===== src/hdl/rpr_pkg.sv =====
// ---------------------------------------------------------------------------
// rpr_pkg
// Shared widths and status codes for the rational power / exact root unit.
// ---------------------------------------------------------------------------
package rpr_pkg;
  localparam int DEF_DATA_WIDTH = 64;
  localparam int EXP_W = 64;
  localparam int DEN_W = 63;
  localparam int ST_W  = 3;

  localparam logic [ST_W-1:0] ST_OK   = 3'd0;
  localparam logic [ST_W-1:0] ST_BASE = 3'd1;
  localparam logic [ST_W-1:0] ST_ZDEN = 3'd2;
  localparam logic [ST_W-1:0] ST_NEG  = 3'd3;
  localparam logic [ST_W-1:0] ST_OVF  = 3'd4;
endpackage


===== src/hdl/rpr_if.sv =====
// ---------------------------------------------------------------------------
// rpr_in_if / rpr_out_if
// Valid/ready channels carrying operand and result beats.
// ---------------------------------------------------------------------------
interface rpr_in_if #(parameter int W = 64);
  logic         valid;
  logic         ready;
  logic [W-1:0] base_value;
  logic [63:0]  exp_numer;
  logic [62:0]  exp_denom;
  modport source(output valid, base_value, exp_numer, exp_denom, input ready);
  modport sink(input valid, base_value, exp_numer, exp_denom, output ready);
endinterface

interface rpr_out_if #(parameter int W = 64);
  logic         valid;
  logic         ready;
  logic [W-1:0] value_numer;
  logic [62:0]  value_denom;
  logic [2:0]   status;
  modport source(output valid, value_numer, value_denom, status, input ready);
  modport sink(input valid, value_numer, value_denom, status, output ready);
endinterface


===== src/hdl/rpr_mul.sv =====
// ---------------------------------------------------------------------------
// rpr_mul
// Shared checked multiplier: product of two W-bit words, 16x16 partial
// products one per cycle, with a flag when the product exceeds W bits.
// ---------------------------------------------------------------------------
module rpr_mul #(
  parameter int W = 64
) (
  input  logic         clk,
  input  logic         rst,
  input  logic         start,
  input  logic [W-1:0] a,
  input  logic [W-1:0] b,
  output logic         done,
  output logic [W-1:0] prod,
  output logic         ovf
);
  localparam int PW = 2*W + 32;
  localparam int NC = (W + 15) / 16;
  localparam int IW = (NC > 1) ? $clog2(NC) : 1;

  logic [W-1:0]  ra, rb;
  logic [PW-1:0] acc;
  logic          busy;
  logic [IW-1:0] ia, ib;
  logic [15:0]   da, db;
  logic [31:0]   dp;
  logic [PW-1:0] pp;
  logic [2*W+15:0] ea, eb;

  assign ea = {{(W+16){1'b0}}, ra} >> (ia * 16);
  assign eb = {{(W+16){1'b0}}, rb} >> (ib * 16);
  assign da = ea[15:0];
  assign db = eb[15:0];
  assign dp = {16'd0, da} * {16'd0, db};
  assign pp = PW'(dp) << ((ia + ib) * 16);

  always_ff @(posedge clk) begin
    done <= 1'b0;
    if (rst) begin
      busy <= 1'b0;
    end else if (start) begin
      ra <= a; rb <= b; acc <= '0; ia <= '0; ib <= '0; busy <= 1'b1;
    end else if (busy) begin
      acc <= acc + pp;
      if (ib == IW'(NC - 1)) begin
        ib <= '0;
        if (ia == IW'(NC - 1)) begin
          busy <= 1'b0;
          done <= 1'b1;
        end else begin
          ia <= ia + 1'b1;
        end
      end else begin
        ib <= ib + 1'b1;
      end
    end
  end

  always_comb begin
    prod = acc[W-1:0];
    ovf  = |acc[PW-1:W];
  end
endmodule


===== src/hdl/rpr_div.sv =====
// ---------------------------------------------------------------------------
// rpr_div
// Restoring divider, one quotient bit per cycle; used for gcd remainders
// and the final reduction.
// ---------------------------------------------------------------------------
module rpr_div #(
  parameter int W = 64
) (
  input  logic         clk,
  input  logic         rst,
  input  logic         start,
  input  logic [W-1:0] n,
  input  logic [W-1:0] d,
  output logic         done,
  output logic [W-1:0] quo,
  output logic [W-1:0] rem
);
  localparam int CW = $clog2(W + 1);
  logic [W-1:0]  q, r, dd;
  logic [CW-1:0] cnt;
  logic          busy;
  logic [W:0]    sh;

  assign sh = {r, q[W-1]};

  always_ff @(posedge clk) begin
    done <= 1'b0;
    if (rst) begin
      busy <= 1'b0;
    end else if (start) begin
      q <= n; r <= '0; dd <= d; cnt <= '0; busy <= 1'b1;
    end else if (busy) begin
      if (sh >= {1'b0, dd}) begin
        r <= W'(sh - {1'b0, dd});
        q <= {q[W-2:0], 1'b1};
      end else begin
        r <= sh[W-1:0];
        q <= {q[W-2:0], 1'b0};
      end
      cnt <= cnt + 1'b1;
      if (cnt == CW'(W - 1)) begin
        busy <= 1'b0;
        done <= 1'b1;
      end
    end
  end

  assign quo = q;
  assign rem = r;
endmodule


===== src/hdl/rational_power_with_exact_root_unit.sv =====
// ---------------------------------------------------------------------------
// rational_power_with_exact_root_unit
// Checked p^a, b-th root search, exact-root test and gcd reduction.
// ---------------------------------------------------------------------------
//  channel | dir | payload
//  in      | in  | base_value, exp_numer, exp_denom
//  out     | out | value_numer, value_denom, status
//
//  One beat at a time. Run time depends on the operands: a power takes up
//  to two checked multiplies on the shared multiplier per exponent bit and
//  stops at the first overflow, the root search up to W powers, the gcd up
//  to ~93 remainder steps on the 64-bit divider. in.ready is low while busy.
//  Reset (rst, synchronous) returns the sequencer to idle; out holds a beat
//  until taken.
module rational_power_with_exact_root_unit
  import rpr_pkg::*;
#(
  parameter int DATA_WIDTH = DEF_DATA_WIDTH
) (
  input  logic clk,
  input  logic rst,
  rpr_in_if.sink   in,
  rpr_out_if.source out
);
  localparam int W  = DATA_WIDTH;
  localparam int GW = EXP_W;

  localparam logic [3:0] S_IDLE = 4'd0, S_CHK = 4'd1, S_PW_BIT = 4'd2,
    S_PW_MA = 4'd3, S_PW_SQ = 4'd4, S_AFTER = 4'd5, S_RT_MID = 4'd6,
    S_RT_CMP = 4'd7, S_GCD = 4'd9, S_GCD_W = 4'd10,
    S_RED_N = 4'd11, S_RED_D = 4'd12, S_OUT = 4'd13;
  localparam logic [1:0] P_MAIN = 2'd0, P_ROOT = 2'd1, P_EXACT = 2'd2;

  logic [3:0]   state;
  logic [1:0]   purpose;
  logic [63:0]  p, a;
  logic [62:0]  b;
  logic [W-1:0] pa, lo, hi, mid;
  logic [W-1:0] pb, pacc;
  logic [63:0]  pe;
  logic         povf;
  logic [GW-1:0] gx, gy;

  logic         m_start, m_done, m_ovf;
  logic [W-1:0] m_a, m_b, m_prod;
  logic          d_start, d_done;
  logic [GW-1:0] d_n, d_d, d_q, d_r;

  logic [W-1:0] onum;
  logic [62:0]  oden;
  logic [2:0]   ost;

  rpr_mul #(.W(W)) u_mul (.clk, .rst, .start(m_start), .a(m_a), .b(m_b),
    .done(m_done), .prod(m_prod), .ovf(m_ovf));
  rpr_div #(.W(GW)) u_div (.clk, .rst, .start(d_start), .n(d_n), .d(d_d),
    .done(d_done), .quo(d_q), .rem(d_r));

  assign in.ready = (state == S_IDLE);
  assign out.valid = (state == S_OUT);
  assign out.value_numer = onum;
  assign out.value_denom = oden;
  assign out.status = ost;

  task automatic pw_begin(input logic [W-1:0] base, input logic [63:0] e,
                          input logic [1:0] why);
    begin
      purpose <= why;
      pb <= base; pe <= e; pacc <= W'(1); povf <= 1'b0;
      state <= S_PW_BIT;
    end
  endtask

  always_ff @(posedge clk) begin
    m_start <= 1'b0;
    d_start <= 1'b0;
    if (rst) begin
      state <= S_IDLE;
    end else begin
      case (state)
        S_IDLE: begin
          if (in.valid) begin
            p <= 64'(in.base_value); a <= in.exp_numer; b <= in.exp_denom;
            state <= S_CHK;
          end
        end
        S_CHK: begin
          onum <= '0; oden <= 63'd1; ost <= ST_OK;
          if (p < 64'd2) begin
            ost <= ST_BASE; state <= S_OUT;
          end else if (b == '0) begin
            ost <= ST_ZDEN; state <= S_OUT;
          end else if (a[63]) begin
            ost <= ST_NEG; state <= S_OUT;
          end else if (a == '0) begin
            onum <= W'(1); state <= S_OUT;
          end else begin
            pw_begin(p[W-1:0], a, P_MAIN);
          end
        end
        S_PW_BIT: begin
          // zero-exponent and base<=1 short cuts of the checked power
          if (pe == '0 || pb <= W'(1)) begin
            if (pe != '0) pacc <= pb;
            state <= S_AFTER;
          end else if (pe[0]) begin
            m_a <= pacc; m_b <= pb; m_start <= 1'b1; state <= S_PW_MA;
          end else begin
            pe <= pe >> 1;
            m_a <= pb; m_b <= pb; m_start <= 1'b1; state <= S_PW_SQ;
          end
        end
        S_PW_MA: begin
          if (m_done) begin
            if (m_ovf) begin
              povf <= 1'b1; state <= S_AFTER;
            end else begin
              pacc <= m_prod;
              pe <= pe >> 1;
              if ((pe >> 1) == '0) begin
                state <= S_AFTER;
              end else begin
                m_a <= pb; m_b <= pb; m_start <= 1'b1; state <= S_PW_SQ;
              end
            end
          end
        end
        S_PW_SQ: begin
          if (m_done) begin
            if (m_ovf) begin
              povf <= 1'b1; state <= S_AFTER;
            end else begin
              pb <= m_prod; pe <= pe; state <= S_PW_BIT;
            end
          end
        end
        S_AFTER: begin
          case (purpose)
            P_MAIN: begin
              if (povf || (W < 64 && (p >> W) != 64'd0)) begin
                ost <= ST_OVF; state <= S_OUT;
              end else if (b == 63'd1) begin
                onum <= pacc; state <= S_OUT;
              end else begin
                pa <= pacc;
                lo <= W'(1); hi <= pacc;
                state <= S_RT_MID;
              end
            end
            P_ROOT: begin
              if (!povf && pacc <= pa) lo <= mid;
              else hi <= mid - W'(1);
              state <= S_RT_MID;
            end
            default: begin
              if (!povf && pacc == pa) begin
                onum <= lo; state <= S_OUT;
              end else begin
                gx <= GW'(pa); gy <= {1'b0, b}; state <= S_GCD;
              end
            end
          endcase
        end
        S_RT_MID: begin
          if (pa <= W'(1)) begin
            lo <= pa; pw_begin(pa, 64'(b), P_EXACT);
          end else if (lo < hi) begin
            mid <= lo + ((hi - lo + W'(1)) >> 1);
            state <= S_RT_CMP;
          end else begin
            pw_begin(lo, 64'(b), P_EXACT);
          end
        end
        S_RT_CMP: pw_begin(mid, 64'(b), P_ROOT);
        S_GCD: begin
          if (gy == '0) begin
            d_n <= GW'(pa); d_d <= gx; d_start <= 1'b1; state <= S_RED_N;
          end else begin
            d_n <= gx; d_d <= gy; d_start <= 1'b1; state <= S_GCD_W;
          end
        end
        S_GCD_W: if (d_done) begin gx <= gy; gy <= d_r; state <= S_GCD; end
        S_RED_N: begin
          if (d_done) begin
            onum <= W'(d_q);
            d_n <= {1'b0, b}; d_d <= gx; d_start <= 1'b1; state <= S_RED_D;
          end
        end
        S_RED_D: if (d_done) begin oden <= 63'(d_q); state <= S_OUT; end
        S_OUT: if (out.ready) state <= S_IDLE;
        default: state <= S_IDLE;
      endcase
    end
  end
endmodule


===== src/flat_wrapper.sv =====
// flat-port wrapper written by rule: the top's interface ports become plain ports
module rational_power_with_exact_root_unit_flat import rpr_pkg::*;
#(
  parameter int DATA_WIDTH = DEF_DATA_WIDTH
)
  (clk, rst, in_valid, in_base_value, in_exp_numer, in_exp_denom, in_ready, out_valid, out_value_numer, out_value_denom, out_status, out_ready);
  rpr_in_if #(.W((DEF_DATA_WIDTH))) in_i ();
  rpr_out_if #(.W((DEF_DATA_WIDTH))) out_i ();
  input  logic clk;
  input  logic rst;
  input wire logic [$bits(in_i.valid)-1:0] in_valid;
  input wire logic [$bits(in_i.base_value)-1:0] in_base_value;
  input wire logic [$bits(in_i.exp_numer)-1:0] in_exp_numer;
  input wire logic [$bits(in_i.exp_denom)-1:0] in_exp_denom;
  output wire logic [$bits(in_i.ready)-1:0] in_ready;
  output wire logic [$bits(out_i.valid)-1:0] out_valid;
  output wire logic [$bits(out_i.value_numer)-1:0] out_value_numer;
  output wire logic [$bits(out_i.value_denom)-1:0] out_value_denom;
  output wire logic [$bits(out_i.status)-1:0] out_status;
  input wire logic [$bits(out_i.ready)-1:0] out_ready;
  assign in_i.valid = in_valid;
  assign in_i.base_value = in_base_value;
  assign in_i.exp_numer = in_exp_numer;
  assign in_i.exp_denom = in_exp_denom;
  assign in_ready = in_i.ready;
  assign out_valid = out_i.valid;
  assign out_value_numer = out_i.value_numer;
  assign out_value_denom = out_i.value_denom;
  assign out_status = out_i.status;
  assign out_i.ready = out_ready;
  rational_power_with_exact_root_unit #(.DATA_WIDTH(DATA_WIDTH)) u_core (.clk(clk), .rst(rst), .in(in_i), .out(out_i));
endmodule

===== config.mk =====
export PLATFORM = sky130hd
export DESIGN_NAME = rational_power_with_exact_root_unit_flat
export DESIGN_NICKNAME = d
export VERILOG_FILES = /design/src/hdl/rpr_pkg.sv /design/src/hdl/rpr_if.sv /design/src/hdl/rpr_mul.sv /design/src/hdl/rpr_div.sv /design/src/hdl/rational_power_with_exact_root_unit.sv /design/src/flat_wrapper.sv
export SDC_FILE = /design/constraint.sdc
export NUM_CORES = 2
export LEC_CHECK = 0
export BUFFER_PORTS_ARGS = -buffer_cell sky130_fd_sc_hd__buf_2
export CAP_MARGIN = 20
export CORE_MARGIN = 2
export CORE_UTILIZATION = 48
export DETAILED_ROUTE_END_ITERATION = 12
export GPL_TIMING_DRIVEN = 0
export PLACE_DENSITY = 0.72
export REMOVE_ABC_BUFFERS = 1
export SYNTH_ARGS = -nofsm -noshare
export SYNTH_HDL_FRONTEND = slang
export SYNTH_SLANG_ARGS = --single-unit

===== constraint.sdc =====
create_clock -name clk -period 32.8 [get_ports clk]
set_clock_uncertainty 0.1 [all_clocks]
set_input_delay 1.64 -clock clk [delete_from_list [all_inputs] [get_ports clk]]
set_output_delay 1.64 -clock clk [all_outputs]
set_load 0.005 [all_outputs]

# After elaboration in Yosys (flattened, before gate mapping)

Index checks and enable logic that the tools add are counted.

Bits in registers: 1657
Output and inout bits: 132
Logic and storage cells: 322

Add/sub/neg operators: 10
$mul: 1
Order comparisons: 6
Eq/ne operators: 55
Shifts and indexed selects: 3
Multiplexer cells: 147
Bitwise gates (word level): 7
Reduce and logical (&&, ||, !) cells: 55

Operator list:

| operator              | number |
|---|---|
| $mux 64               | 60 |
| $pmux 64 s2           | 10 |
| $pmux 64 s5           | 2 |
| $logic_not 64->1      | 4 |
| $pmux 64 s4           | 1 |
| $pmux 64 s3           | 1 |
| $add 160x160->160     | 1 |
| $mux 160              | 1 |
| $shl 32x7->160        | 1 |
| $le 64x1->1 const B   | 2 |
| $shr 64x6->16         | 2 |
| $sub 64x64->64        | 2 |
| $pmux 63 s2           | 1 |
| $reduce_or 96->1      | 1 |
| $ge 65x64->1          | 1 |
| $add 64x1->64 const B | 1 |
| $add 64x63->64        | 1 |
| $eq 64x64->1          | 1 |
| $le 64x64->1          | 1 |
| $lt 64x2->1 const B   | 1 |
| $lt 64x64->1          | 1 |
| $mux 4                | 16 |
| $reduce_bool 64->1    | 1 |
| $sub 64x1->64 const B | 1 |
| other kinds (51)      | 170 |

# Longest topological paths before layout

Depth after elaboration: 6
Gate-level depth with buffers: 51
Depth with buffers taken out: 48

# By module

Synthesis repeated with hierarchy kept, for this count alone.

Cells, all modules: 9606
Area, all modules: 102422.0 um^2

By module, submodules not included:

| module                              | instances | cells each | area an instance (um^2) |
|---|---|---|---|
| rational_power_with_exact_root_unit | 1         | 5029       | 59937.5 |
| rpr_mul                             | 1         | 3451       | 30523.0 |
| rpr_div                             | 1         | 1126       | 11961.5 |

# Least setup slack after synthesis

No wires, ideal clock.

Path type: input -> register
From: input port rst
To: register u_core.m_a[0], enable pin
Arrival: 21.698 ns
Data required time: 31.403 ns
Slack: 9.704 ns
Stages: 2
Path buffers: 1
Cell sequence: clkbuf_1 > a2111oi_0

Word-level cells in the longest chain between the ends: 2

RTL lines:

| item                       | RTL line                                   | RTL |
|---|---|---|
| start: declaration         | flat_wrapper.sv:10                         | `input logic rst;` |
| $not 1->1 (no line)        | --                                         |  |
| $reduce_and 6->1 (no line) | --                                         |  |
| end signal: assignment     | rational_power_with_exact_root_unit.sv:106 | `m_a <= pacc; m_b <= pb; m_start <= 1'b1; state <= S_PW_MA;` |
| end signal: assignment     | rational_power_with_exact_root_unit.sv:109 | `m_a <= pb; m_b <= pb; m_start <= 1'b1; state <= S_PW_SQ;` |
| end signal: assignment     | rational_power_with_exact_root_unit.sv:122 | `m_a <= pb; m_b <= pb; m_start <= 1'b1; state <= S_PW_SQ;` |
| end: declaration           | rational_power_with_exact_root_unit.sv:45  | `logic [W-1:0] m_a, m_b, m_prod;` |

No other way between the ends.
A chain may end at the register's enable or synchronous reset.

# Final worst setup path

From: register u_core.u_mul.ia[1]
To: register u_core.u_mul.acc[134] (data pin)

Word-level cells in the longest chain between the ends: 5

RTL lines:

| item                     | RTL line      | RTL |
|---|---|---|
| start: declaration       | rpr_mul.sv:25 | `logic [IW-1:0] ia, ib;` |
| start signal: assignment | rpr_mul.sv:52 | `ia <= ia + 1'b1;` |
| $shr 64x6->16            | rpr_mul.sv:31 | `assign ea = {{(W+16){1'b0}}, ra} >> (ia * 16);` |
| $mul 16x16->32           | rpr_mul.sv:35 | `assign dp = {16'd0, da} * {16'd0, db};` |
| $shl 32x7->160 (*)       | rpr_mul.sv:36 | `assign pp = PW'(dp) << ((ia + ib) * 16);` |
| $add 160x160->160 (*)    | rpr_mul.sv:45 | `acc <= acc + pp;` |
| $mux 160 (*)             | rpr_mul.sv:44 | `end else if (busy) begin` |
| end signal: assignment   | rpr_mul.sv:45 |  |
| end: declaration         | rpr_mul.sv:23 | `logic [PW-1:0] acc;` |

Mark *: on every way between the ends. The rest lies on a longest branch, timed or not. The select of a mux whose other input is x is not followed.

==> results_dict.tcl <==
set metrics [dict create \
    status "finished clean" \
    required_ns 33.24 \
    fin_ws_ns 17.86 \
    drc 0 \
    dpl_cell_area_um2 106000 \
    num_io_pins 327 \
    rsz0062_at_grt "no" \
    numClockSinks 1656 \
    fin_area_um2 112000 \
    synthMuxAreaShare_pct 4.93 \
    gr-usage-all-layers_pct 31.2 \
    grt_pass1_wl_um 491000 \
    vias_per_cell 6.25 \
    end_kind "flop" \
    synth_edf_count 1646 \
    r2r-start "u_core.u_mul.ia[1]" \
    clock_path_buffers 3 \
    dp_hpwl_um 262000 \
    largest_register "u_core.u_mul.acc" \
    reg2reg_to "u_core.u_mul.acc[134]" \
    period_needed_ns 14.94 \
    vias 78000 \
    drv_cap 0 \
    drive_above_1_share_pct 12.2 \
    initial_core_util_pct 48.3 \
    cpPeakStageDelay_ns 0.86 \
    fin_util_pct 54.2 \
    antenna_found_initial 27 \
    port_buffers 326 \
    syn_area_um2 100000 \
    avgSynthCellArea_um2 10.8 \
    worstMarginPinSlew_ns 1.24 \
    root_buffer "clkbuf_16" \
    cts_buffers 178 \
    place_ws_ns 18.31 \
    hp-class "reg -> reg" \
    ff2ff_setup_slack_ns 17.86 \
    place_congestion 1.01 \
    yosysSeqAreaShare_pct 49.6 \
    hold_slack_ns 0.291 \
    synth-compound-area-share_pct 12.7 \
    largest_register_ffs 160 \
    post_drt_wl_per_cell_um 27.1 \
    r2r_cells 45 \
    grt_max_degree 102 \
    cts_setup_buffers 0 \
    worstPathMaxFanout 14 \
    gr-total-overflow 0 \
    chipHeight_um 461 \
    die_w_um 461 \
    drt_iter0_drc 10600 \
    endpoint "u_core.u_mul.acc[134]" \
    first_global_vias 74100 \
    async_flop_share_pct 0 \
    yosysWarnings 0 \
    clk_pin_slew_ns 0.06 \
    period_share_pct 45.5 \
    synthAdderAreaFrac_pct 11.9 \
    fp.coreArea_um2 207000 \
    cts_tree "done" \
    critPathLaunchType "flop" \
    drv_slew 0 \
    mostFrequentLayoutCells "edfxtp_1 (1,646), nor2_1 (1,005), nand2_1 (730), inv_1 (689), a21oi_1 (632)" \
    rows 167 \
    arrival_ns 15.38 \
    hold_viol 0 \
    ys_types 95 \
    clk_latency_ns 0.85 \
    crit_start "u_core.u_mul.ia[1]" \
    ctsResizeCount 0 \
    final_common_cell "edfxtp_1" \
    htree_num_levels 4 \
    hold_depth 0 \
    report.final.setup_viol 0 \
    yosys.area_share.xor_xnor_pct 3.67 \
    areaGrowthSynthToFinish_pct 12.2 \
    wl_um 338000 \
    postRouteAntennaNets 0 \
    postCtsHoldBufs 0 \
    synth_top_family_by_area "simple AND/OR/NAND/NOR gates" \
    synthFlopType "edfxtp_1" \
    syn_inst 9305 \
    fmax_mhz 66.9 \
    dieArea_um2 212000 \
    critPathKind "reg -> reg" \
    crit_path_frequent_cell "fa_1" \
    firstDrtPassIters 8 \
    cp_slowest_cell "o21ai_0" \
    ys_seq_elements 1656 \
    synthSimpleGateAreaFrac_pct 12.9 \
    relSlewSlack_pct 16.5 \
    finish.net_count 10600 \
]
## synthesized netlist by cell type (all sizes together) (8+ instances only)
cell type	n	share of area [%]
nand4	188	1.2
buf	43	0.18
nor2	1016	3.8
fa	200	4.0
o21ai	555	2.8
nand2	732	2.7
and3	22	0.14
o31a	8	0.070
xor2	159	1.4
xnor2	261	2.3
dfxtp	10	0.20
a222oi	65	0.65
mux2	268	3.0
or2	24	0.15
ha	631	7.9
clkbuf	410	1.5
a31oi	45	0.28
and2	139	0.87
a21oi	636	3.2
a211oi	29	0.22
and4	13	0.11
inv	691	2.6
nor4	174	1.1
o21bai	89	0.67
nand2b	68	0.42
o41ai	16	0.18
a21o	218	1.6
nand3	152	0.77
mux4	19	0.43
edfxtp	1646	49
or4	9	0.071
nor2b	93	0.58
o221ai	8	0.070
o31ai	29	0.23
a21boi	12	0.090
mux2i	149	1.5
nor3	105	0.54
o22ai	24	0.15
a211o	8	0.070
a221oi	144	1.3
o211ai	16	0.12
o21a	54	0.40
or3	26	0.17
## per-layer routing
layer / global-route usage, % / routed length [µm] / vias up
li1: - / - / 34400
met3: 10.5 / 45000 / 665
met1: 43.5 / 137000 / 38300
met2: 45.6 / 144000 / 4623
met4: 10.5 / 12600 / 6
met5: 0 / 32 / -
## worst min-delay path by stage
stage | from | end | slack [ns]
2_1_floorplan | u_core.d_d[0] | u_core.u_div.dd[0] | 0.30
3_5_place_dp | u_core.d_d[29] | u_core.u_div.dd[29] | 0.30
6_report | u_core.m_b[22] | u_core.u_mul.rb[22] | 0.29
4_1_cts | u_core.m_a[33] | u_core.u_mul.ra[33] | 0.29
3_3_place_gp | u_core.m_b[24] | u_core.u_mul.rb[24] | 0.30
5_1_grt | u_core.m_a[51] | u_core.u_mul.ra[51] | 0.29
## area by class of cell
| class | count | area [µm²] |
|---|---|---|
| antenna | 5 | 12.5 |
| clock buffer | 207 | 4660 |
| clock inverter | 121 | 1260 |
| fill | 17800 | 94900 |
| inverter | 694 | 2610 |
| multi-input combinational | 6502 | 46500 |
| sequential | 1656 | 49600 |
| tap | 2788 | 3490 |
| timing repair buffer | 513 | 4170 |
## worst max-delay path, delay by kind of cell, from the launching register on
| kind | cells | cell delay, ns |
|---|---|---|
| XOR/XNOR | 2 | 0.42 |
| AO/OA/AOI/OAI | 18 | 6.14 |
| flip-flops | 1 | 0.85 |
| AND/OR/NAND/NOR | 10 | 1.84 |
| adder cells (fa/ha/maj) | 8 | 3.93 |
| buffers and inverters | 5 | 0.45 |
| multiplexers | 2 | 0.87 |
## stage by stage
stage,TNS [ns],std cells
3_3_place_gp,-946.55,12000
3_5_place_dp,0,12100
6_report,0,12500
5_1_grt,0,12500
4_1_cts,0,12500
2_1_floorplan,0,8852
## kinds of logic after synthesis
family	count (synthesis)
mux	436
simple gates	2785
buf+inv	1147
fa+ha+maj	831
xor+xnor	420
flops	1656
compound gates	2030
Power is not shown: default switching activity piles up to over one toggle a cycle in this logic, so the estimate is an artifact.
